`src/design/jhs_pkg.sv`:
```
// Shared constants and types for the Jacobi heat stencil sweep.
package jhs_pkg;

  localparam int COLS      = 32;
  localparam int TEMP_BITS = 16;
  localparam int COL_W     = $clog2(COLS);
  localparam int COLS_W    = $clog2(COLS + 1);
  localparam int ROW_W     = 12;
  localparam int ROWS_W    = 13;
  localparam int MAX_ROWS  = 4096;
  localparam int SUM_W     = 32;
  localparam int ADDR_W    = 4;
  localparam int DATA_W    = 32;

  localparam logic [1:0] REG_AMBIENT_TEMP = 2'd0;
  localparam logic [1:0] REG_GRID_ROWS    = 2'd1;
  localparam logic [1:0] REG_GRID_COLS    = 2'd2;

  typedef logic [TEMP_BITS-1:0] temp_t;

  typedef struct packed {
    temp_t mid;
    temp_t up;
  } col_pair_t;

  typedef struct packed {
    temp_t nv;
    temp_t old;
    logic  count;
    logic  last_cell;
  } stage_t;

endpackage

```
`src/design/jhs_cell.sv`:
```
// One column position of the two-row line buffer chain.
module jhs_cell (
  input  logic               clk,
  input  logic               shift,
  input  logic               load,
  input  jhs_pkg::col_pair_t from_next,
  input  jhs_pkg::col_pair_t fill,
  output jhs_pkg::col_pair_t q
);

  always_ff @(posedge clk) begin
    if (shift) begin
      if (load) begin
        q <= fill;
      end else begin
        q <= from_next;
      end
    end
  end

endmodule

```
`src/design/jhs_stencil.sv`:
```
// Raster counters, line buffer chain, row flush and the four-neighbour average stage.
module jhs_stencil (
  input  logic                        clk,
  input  logic                        rst,
  input  jhs_pkg::temp_t              ambient_temp,
  input  logic [jhs_pkg::ROWS_W-1:0]  grid_rows,
  input  logic [jhs_pkg::COLS_W-1:0]  grid_cols,
  input  logic                        cell_valid,
  input  jhs_pkg::temp_t              cell_temp,
  output logic                        cell_stall,
  input  logic                        out_free,
  output logic                        s1_valid,
  output jhs_pkg::stage_t             s1
);
  import jhs_pkg::*;

  logic [ROW_W-1:0]  row_count;
  logic [COL_W-1:0]  col_count;
  logic              flushing;
  logic [COL_W-1:0]  flush_col;
  logic              flush_up;
  temp_t             left_val;

  logic [ROWS_W-1:0] rows_eff;
  logic [COLS_W-1:0] cols_eff;
  logic [COL_W-1:0]  tail_idx;
  logic              s1_free;
  logic              step_in;
  logic              step_flush;
  logic              shift;
  logic [COLS-1:0]   load_sel;
  col_pair_t         fill;
  col_pair_t         chain   [COLS];
  col_pair_t         next_in [COLS];

  logic [COLS_W-1:0] c_plus;
  logic [COLS_W-1:0] f_plus;
  logic [ROWS_W-1:0] r_ext;
  logic [ROWS_W-1:0] r_plus;
  logic              last_col;
  logic              last_grid;
  logic              flush_end;

  temp_t             up_v;
  temp_t             down_v;
  temp_t             left_v;
  temp_t             right_v;
  logic              produce;
  logic              count_v;
  logic [TEMP_BITS+1:0] nsum;

  always_comb begin
    priority if (grid_rows == '0) begin
      rows_eff = ROWS_W'(1);
    end else if (grid_rows > ROWS_W'(MAX_ROWS)) begin
      rows_eff = ROWS_W'(MAX_ROWS);
    end else begin
      rows_eff = grid_rows;
    end
    priority if (grid_cols == '0) begin
      cols_eff = COLS_W'(1);
    end else if (grid_cols > COLS_W'(COLS)) begin
      cols_eff = COLS_W'(COLS);
    end else begin
      cols_eff = grid_cols;
    end
  end

  assign tail_idx   = COL_W'(cols_eff - COLS_W'(1));
  assign s1_free    = !s1_valid || out_free;
  assign cell_stall = flushing || !s1_free;
  assign step_in    = cell_valid && !cell_stall;
  assign step_flush = flushing && s1_free;
  assign shift      = step_in || step_flush;
  assign load_sel   = shift ? (COLS'(1) << tail_idx) : '0;

  assign fill.mid = cell_temp;
  assign fill.up  = chain[0].mid;

  for (genvar i = 0; i < COLS; i++) begin : g_cell
    if (i < COLS - 1) begin : g_link
      assign next_in[i] = chain[i+1];
    end else begin : g_tail
      assign next_in[i] = fill;
    end
    jhs_cell u_cell (
      .clk       (clk),
      .shift     (shift),
      .load      (load_sel[i]),
      .from_next (next_in[i]),
      .fill      (fill),
      .q         (chain[i])
    );
  end

  assign c_plus    = COLS_W'(col_count) + COLS_W'(1);
  assign f_plus    = COLS_W'(flush_col) + COLS_W'(1);
  assign r_ext     = ROWS_W'(row_count);
  assign r_plus    = r_ext + ROWS_W'(1);
  assign last_col  = c_plus >= cols_eff;
  assign last_grid = last_col && (r_plus >= rows_eff);
  assign flush_end = f_plus >= cols_eff;

  always_comb begin
    if (flushing) begin
      up_v    = flush_up ? chain[0].up : ambient_temp;
      down_v  = ambient_temp;
      left_v  = (flush_col != '0) ? left_val : ambient_temp;
      right_v = (f_plus < cols_eff) ? chain[1].mid : ambient_temp;
      produce = 1'b1;
      count_v = flush_up;
    end else begin
      up_v    = (row_count >= ROW_W'(2)) ? chain[0].up : ambient_temp;
      down_v  = (r_ext < rows_eff) ? cell_temp : ambient_temp;
      left_v  = (col_count != '0) ? left_val : ambient_temp;
      right_v = (c_plus < cols_eff) ? chain[1].mid : ambient_temp;
      produce = (row_count != '0);
      count_v = (row_count >= ROW_W'(2));
    end
    nsum = (TEMP_BITS+2)'(up_v) + (TEMP_BITS+2)'(down_v)
         + (TEMP_BITS+2)'(left_v) + (TEMP_BITS+2)'(right_v);
  end

  always_ff @(posedge clk) begin
    if (rst) begin
      row_count <= '0;
      col_count <= '0;
      flushing  <= 1'b0;
      flush_col <= '0;
      flush_up  <= 1'b0;
      s1_valid  <= 1'b0;
    end else begin
      if (step_in) begin
        priority if (last_grid) begin
          row_count <= '0;
          col_count <= '0;
          flushing  <= 1'b1;
          flush_col <= '0;
          flush_up  <= (row_count != '0);
        end else if (last_col) begin
          row_count <= row_count + ROW_W'(1);
          col_count <= '0;
        end else begin
          col_count <= col_count + COL_W'(1);
        end
      end
      if (step_flush) begin
        flush_col <= flush_col + COL_W'(1);
        if (flush_end) begin
          flushing <= 1'b0;
        end
      end
      if (shift && produce) begin
        s1_valid <= 1'b1;
      end else if (out_free) begin
        s1_valid <= 1'b0;
      end
    end
  end

  always_ff @(posedge clk) begin
    if (shift) begin
      left_val <= chain[0].mid;
      if (produce) begin
        s1.nv        <= nsum[TEMP_BITS+1:2];
        s1.old       <= chain[0].mid;
        s1.count     <= count_v;
        s1.last_cell <= flushing && flush_end;
      end
    end
  end

endmodule

```
`src/design/jhs_accum.sv`:
```
// Change accumulator and output register for the sweep results.
module jhs_accum (
  input  logic                       clk,
  input  logic                       rst,
  input  logic                       s1_valid,
  input  jhs_pkg::stage_t            s1,
  output logic                       out_free,
  input  logic                       result_stall,
  output logic                       result_valid,
  output jhs_pkg::temp_t             new_temp,
  output logic [jhs_pkg::SUM_W-1:0]  change_total,
  output logic                       grid_done
);
  import jhs_pkg::*;

  logic [SUM_W-1:0] change_sum;
  logic [SUM_W-1:0] sum_next;
  temp_t            diff;
  logic [SUM_W:0]   acc;
  logic             adv;

  assign out_free = !result_valid || !result_stall;
  assign adv      = s1_valid && out_free;
  assign diff     = (s1.nv >= s1.old) ? (s1.nv - s1.old) : (s1.old - s1.nv);
  assign acc      = (SUM_W+1)'(change_sum) + (SUM_W+1)'(diff);

  always_comb begin
    if (!s1.count) begin
      sum_next = change_sum;
    end else if (acc[SUM_W]) begin
      sum_next = '1;
    end else begin
      sum_next = acc[SUM_W-1:0];
    end
  end

  always_ff @(posedge clk) begin
    if (rst) begin
      result_valid <= 1'b0;
      change_sum   <= '0;
    end else begin
      if (adv) begin
        result_valid <= 1'b1;
        change_sum   <= s1.last_cell ? '0 : sum_next;
      end else if (!result_stall) begin
        result_valid <= 1'b0;
      end
    end
  end

  always_ff @(posedge clk) begin
    if (adv) begin
      new_temp     <= s1.nv;
      change_total <= s1.last_cell ? sum_next : '0;
      grid_done    <= s1.last_cell;
    end
  end

endmodule

```
`src/design/jacobi_heat_stencil_sweep.sv`:
```
// Top level of the Jacobi heat stencil sweep: register port and stencil pipeline.
// A result word is registered in the s1 stage of jhs_stencil and then in the output register.
// One cell word is taken per cycle while cell_stall is low; results trail the input by one grid row.
// The last cell of the grid starts a flush that steps through the columns in use while the output
// is free and emits the final row; cell_stall stays high during it.
// Synchronous reset clears counters, valid flags and the change sum; the line buffer is not cleared.
module jacobi_heat_stencil_sweep (
  input  logic                        clk,
  input  logic                        rst,
  input  logic                        psel,
  input  logic                        penable,
  input  logic                        pwrite,
  input  logic [jhs_pkg::ADDR_W-1:0]  paddr,
  input  logic [jhs_pkg::DATA_W-1:0]  pwdata,
  output logic [jhs_pkg::DATA_W-1:0]  prdata,
  output logic                        pready,
  input  logic                        cell_valid,
  output logic                        cell_stall,
  input  logic [15:0]                 cell_temp,
  output logic                        result_valid,
  input  logic                        result_stall,
  output logic [15:0]                 new_temp,
  output logic [31:0]                 change_total,
  output logic                        grid_done
);
  import jhs_pkg::*;

  temp_t             ambient_temp;
  logic [ROWS_W-1:0] grid_rows;
  logic [COLS_W-1:0] grid_cols;
  logic              cfg_write;
  logic [1:0]        reg_idx;
  logic              out_free;
  logic              s1_valid;
  stage_t            s1;

  assign pready    = 1'b1;
  assign reg_idx   = paddr[3:2];
  assign cfg_write = psel && penable && pwrite && pready;

  always_ff @(posedge clk) begin
    if (rst) begin
      ambient_temp <= '0;
      grid_rows    <= ROWS_W'(1);
      grid_cols    <= COLS_W'(COLS);
    end else if (cfg_write) begin
      unique case (reg_idx)
        REG_AMBIENT_TEMP: ambient_temp <= pwdata[TEMP_BITS-1:0];
        REG_GRID_ROWS:    grid_rows    <= pwdata[ROWS_W-1:0];
        REG_GRID_COLS:    grid_cols    <= pwdata[COLS_W-1:0];
        default: ;
      endcase
    end
  end

  always_comb begin
    unique case (reg_idx)
      REG_AMBIENT_TEMP: prdata = DATA_W'(ambient_temp);
      REG_GRID_ROWS:    prdata = DATA_W'(grid_rows);
      REG_GRID_COLS:    prdata = DATA_W'(grid_cols);
      default:          prdata = '0;
    endcase
  end

  jhs_stencil u_stencil (
    .clk          (clk),
    .rst          (rst),
    .ambient_temp (ambient_temp),
    .grid_rows    (grid_rows),
    .grid_cols    (grid_cols),
    .cell_valid   (cell_valid),
    .cell_temp    (cell_temp),
    .cell_stall   (cell_stall),
    .out_free     (out_free),
    .s1_valid     (s1_valid),
    .s1           (s1)
  );

  jhs_accum u_accum (
    .clk          (clk),
    .rst          (rst),
    .s1_valid     (s1_valid),
    .s1           (s1),
    .out_free     (out_free),
    .result_stall (result_stall),
    .result_valid (result_valid),
    .new_temp     (new_temp),
    .change_total (change_total),
    .grid_done    (grid_done)
  );

endmodule
```
`config.mk`:
```
export PLATFORM = sky130hd
export DESIGN_NAME = jacobi_heat_stencil_sweep
export DESIGN_NICKNAME = d
export VERILOG_FILES = /design/src/design/jhs_pkg.sv /design/src/design/jhs_cell.sv /design/src/design/jhs_stencil.sv /design/src/design/jhs_accum.sv /design/src/design/jacobi_heat_stencil_sweep.sv
export SDC_FILE = /design/constraint.sdc
export NUM_CORES = 2
export LEC_CHECK = 0
export ABC_AREA = 1
export BUFFER_PORTS_ARGS = -buffer_cell sky130_fd_sc_hd__buf_2
export CORE_ASPECT_RATIO = 1.1
export CORE_MARGIN = 2
export CORE_UTILIZATION = 55
export CTS_BUF_LIST = sky130_fd_sc_hd__clkbuf_16
export DETAILED_ROUTE_END_ITERATION = 6
export GPL_TIMING_DRIVEN = 0
export PLACE_DENSITY = 0.72
export REMOVE_ABC_BUFFERS = 1
export SYNTH_ARGS = -nofsm -noshare
export SYNTH_HDL_FRONTEND = slang
export SYNTH_SLANG_ARGS = --single-unit
```
`constraint.sdc`:
```
create_clock -name clk -period 84.4 [get_ports clk]
set_input_delay 8.44 -clock clk [delete_from_list [all_inputs] [get_ports clk]]
set_output_delay 8.44 -clock clk [all_outputs]
set_load 0.02 [all_outputs]
```
==> metrics.md <==
| Metric | Value |
|---|---|
| Wire length per cell | `19.7 um` |
| All-Layer GR Usage | `26.0%` |
| Average cell area after synthesis | `10.1 sq um` |
| H-tree Lvls | `3` |
| Core Region | `0.102 sq mm` |
| Status | `completed` |
| Vias in the first global route | `37729` |
| Post-CTS setup buffer count | `0` |
| Largest net degree at the start of global routing | `143` |
| Layout area overhead | `10.3%` |
| RSZ-0062 raised after global routing | `false` |
| Crit path kind | `in -> out` |
| Share of cells above drive strength 1 | `6.84%` |
| TritonCTS clock tree | `yes` |
| Critical Path AT | `10.58 ns` |
| Cells along the critical path | `buf_2 -> nor2_1 -> clkinv_1 -> o21ai_0 -> buf_2` |
| # clock sinks | `1200` |
| Pwr Density | `21.4 mW/mm^2` |
| Tmin final | `19.02 ns` |
| Drt drc | `0` |
| Critical path's slowest cell | `o21ai_0` |
| # IOs | `143` |
| Synthesized flop and latch total | `1200` |
| CP bufs+invs | `3` |
| WL final | `139 mm` |
| Final period utilization | `22.5%` |
| Synth Cell Area | `0.0570 sq mm` |
| Num rows | `123` |
| CP delay by family, top | `buffers and inverters` |
| Post-CTS sizing | `0` |
| Crit. End Element | `output pin` |
| DP Worst Slack | `65.51 ns` |
| I/O Buffers | `107` |
| Worst path max stage delay | `0.98 ns` |
| Via count | `40088` |
| GPL Wtd Cong | `0.914` |
| Clk_lat worst skew | `0.74 ns` |
| Worst setup margin | `65.38 ns` |
| Die X | `311 um` |
| Utilization after layout | `61.4%` |
| Hold buffers post-CTS | `0` |
| Drt first pass iters | `6` |
| Setup crit start kind | `input pin` |
| Slew @ Worst Pin | `1.41 ns` |
| Synth warnings | `0` |
| Nets | `5807` |
| DIE AREA | `0.106 sq mm` |
| Critical-path maximum fanout | `17` |
| Seq/Total Area, Yosys | `61.5%` |
| Worst hold path type | `reg -> reg` |
| Die H | `342 um` |
| First-pass GRT wire length | `215 mm` |
| Post-synth EDFFs | `1107` |
| Clock Tree Root | `clkbuf_16` |
| Final hold viol count | `0` |
| Hpwl dp | `92.2 mm` |
| Top cell by count, worst path | `buf_2` |
| CTS buffer count | `118` |
| Main flop type after synthesis | `edfxtp_1` |
| Drt via density | `5.67` |
| Initial core utilization | `55.7%` |
| Count of different cell masters after synthesis | `51` |
| Clock transition at the registers of the reported paths | `0.06 ns` |
| DRT iter0 DRCs | `4641` |
| Setup TNS | `0 ns` |
| Rel. slew slack | `5.70%` |
| Leakage | `25.0 nW` |
| Final Max Slew Viols | `0` |
| Peak supply drop | `0.0162 mV` |
| Synth Instances | `5669` |
| FMAX | `0.0526 GHz` |
| Fraction of registers with async set/reset | `0%` |
| Commonest non-fill, non-tap cell in the layout | `nand2_1` |
| Most frequent cells in the layout | `1317 x nand2_1, 1107 x edfxtp_1, 739 x o21ai_0` |
| Initial antenna violation count | `2` |
| Max-cap violations | `0` |
| Overflow after GRT | `0` |
| Antenna viol nets, final | `0` |
| Deepest clock path buffer count | `3` |
| Final setup fails | `0` |
| Post-route clock skew | `0.0317 ns` |
| Required time of the critical path | `75.96 ns` |
## metal layers
metal,global-route usage [%],part of all wire [%],vias up,wire [um]
met1,35.6,42,19318,58300
met4,10.2,3.7,0,5120
li1,-,-,19129,-
met3,3.44,7.2,217,10100
met5,0,0,-,0
met2,42.3,47,1424,65900
## path summary, 6_finish.rpt
check	startpoint	to	slack, ns	cells past startpoint
hold / removal	u_stencil.s1[33]	u_accum.new_temp[15]	0.49	0
hold reg to reg	u_stencil.s1[33]	u_accum.new_temp[15]	0.49	0
setup / recovery	paddr[3]	prdata[8]	65.38	5
setup reg to reg	grid_rows[8]	u_stencil.s1[31]	76.91	32
## synthesized netlist by cell type (12+ instances only)
cell type	instances	share of area (%)
nand3_1	98	0.86
buf_2	80	0.70
inv_1	587	3.9
nor2_1	299	2.0
nand3_2	12	0.21
buf_4	18	0.24
o21ai_0	739	6.5
edfxtp_1	1107	58
o211ai_1	17	0.22
nand2_1	1318	8.7
clkbuf_1	249	1.6
nor3_1	21	0.18
fa_1	20	0.70
buf_6	13	0.26
dfxtp_1	93	3.3
o21a_1	226	3.0
nand4_1	33	0.36
a211oi_1	20	0.26
a21oi_1	346	3.0
xnor2_1	18	0.28
ha_1	123	2.7
xor2_1	42	0.64
o21ai_1	76	0.67
## report_power, final
part	internal [mW]	switching, mW	leakage (nW)
sequential	0.702	0.0145	11.5
combinational	0.0438	0.0842	11.5
clock	0.271	0.229	1.89
## kinds of logic (layout without fill, tap and decap cells)
logic type               Yosys count  after routing  share of synthesized area [%]
flip-flops                      1200           1200                           61.5
adder cells (fa/ha/maj)          143            143                           3.40
AO/OA/AOI/OAI                   1469           1469                           14.3
multiplexers                       1              1                         0.0175
other                              2             18                         0.0132
XOR/XNOR                          60             60                          0.921
AND/OR/NAND/NOR                 1831           1831                           13.1
buffers and inverters            963            979                           6.80
## worst reg2reg max path, delay by kind of cell, from the launching register on
family | cells | cell delay, ns
AND/OR/NAND/NOR | 10 | 2.13
adder cells (fa/ha/maj) | 5 | 1.97
AO/OA/AOI/OAI | 11 | 1.96
buffers and inverters | 4 | 0.40
XOR/XNOR | 2 | 0.38
flip-flops | 1 | 0.36
## sequential cells by signal, summed over array words and instances, names as in the netlist
signal	count
ambient_temp	16
grid_cols	6
grid_rows	13
u_accum.change_sum	32
u_accum.change_total	32
u_accum.grid_done	1
u_accum.new_temp	16
u_accum.result_valid	1
u_stencil.col_count	5
u_stencil.flush_col	5
u_stencil.flush_up	1
u_stencil.flushing	1
u_stencil.g_cell.u_cell.q	1008
u_stencil.left_val	16
u_stencil.row_count	12
u_stencil.s1	34
u_stencil.s1_valid	1
## cell type report
class                   instances  area (sq um)
fillers                      8388         39600
flip-flops and latches       1200         35100
multi-input cells            3521         18300
clock buffers                 119          2980
inverters                     595          2240
repair buffers                169          1950
well taps                    1375          1720
clock inverters                96           654
diodes                          1          2.50
## through the flow
step | hold WS (ns) | cell area, sq um | cells | total power [mW]
floorplan | 0.431 | 55500 | 5316 | 0.844
global placement | 0.469 | 57700 | 6798 | 0.891
detailed placement | 0.480 | 59300 | 6860 | 0.856
CTS | 0.489 | 62900 | 7075 | 1.35
global route | 0.501 | 62900 | 7075 | 1.40
finish | 0.485 | 62900 | 7076 | 1.34
Note: power is estimated with default switching activity, not from simulation.
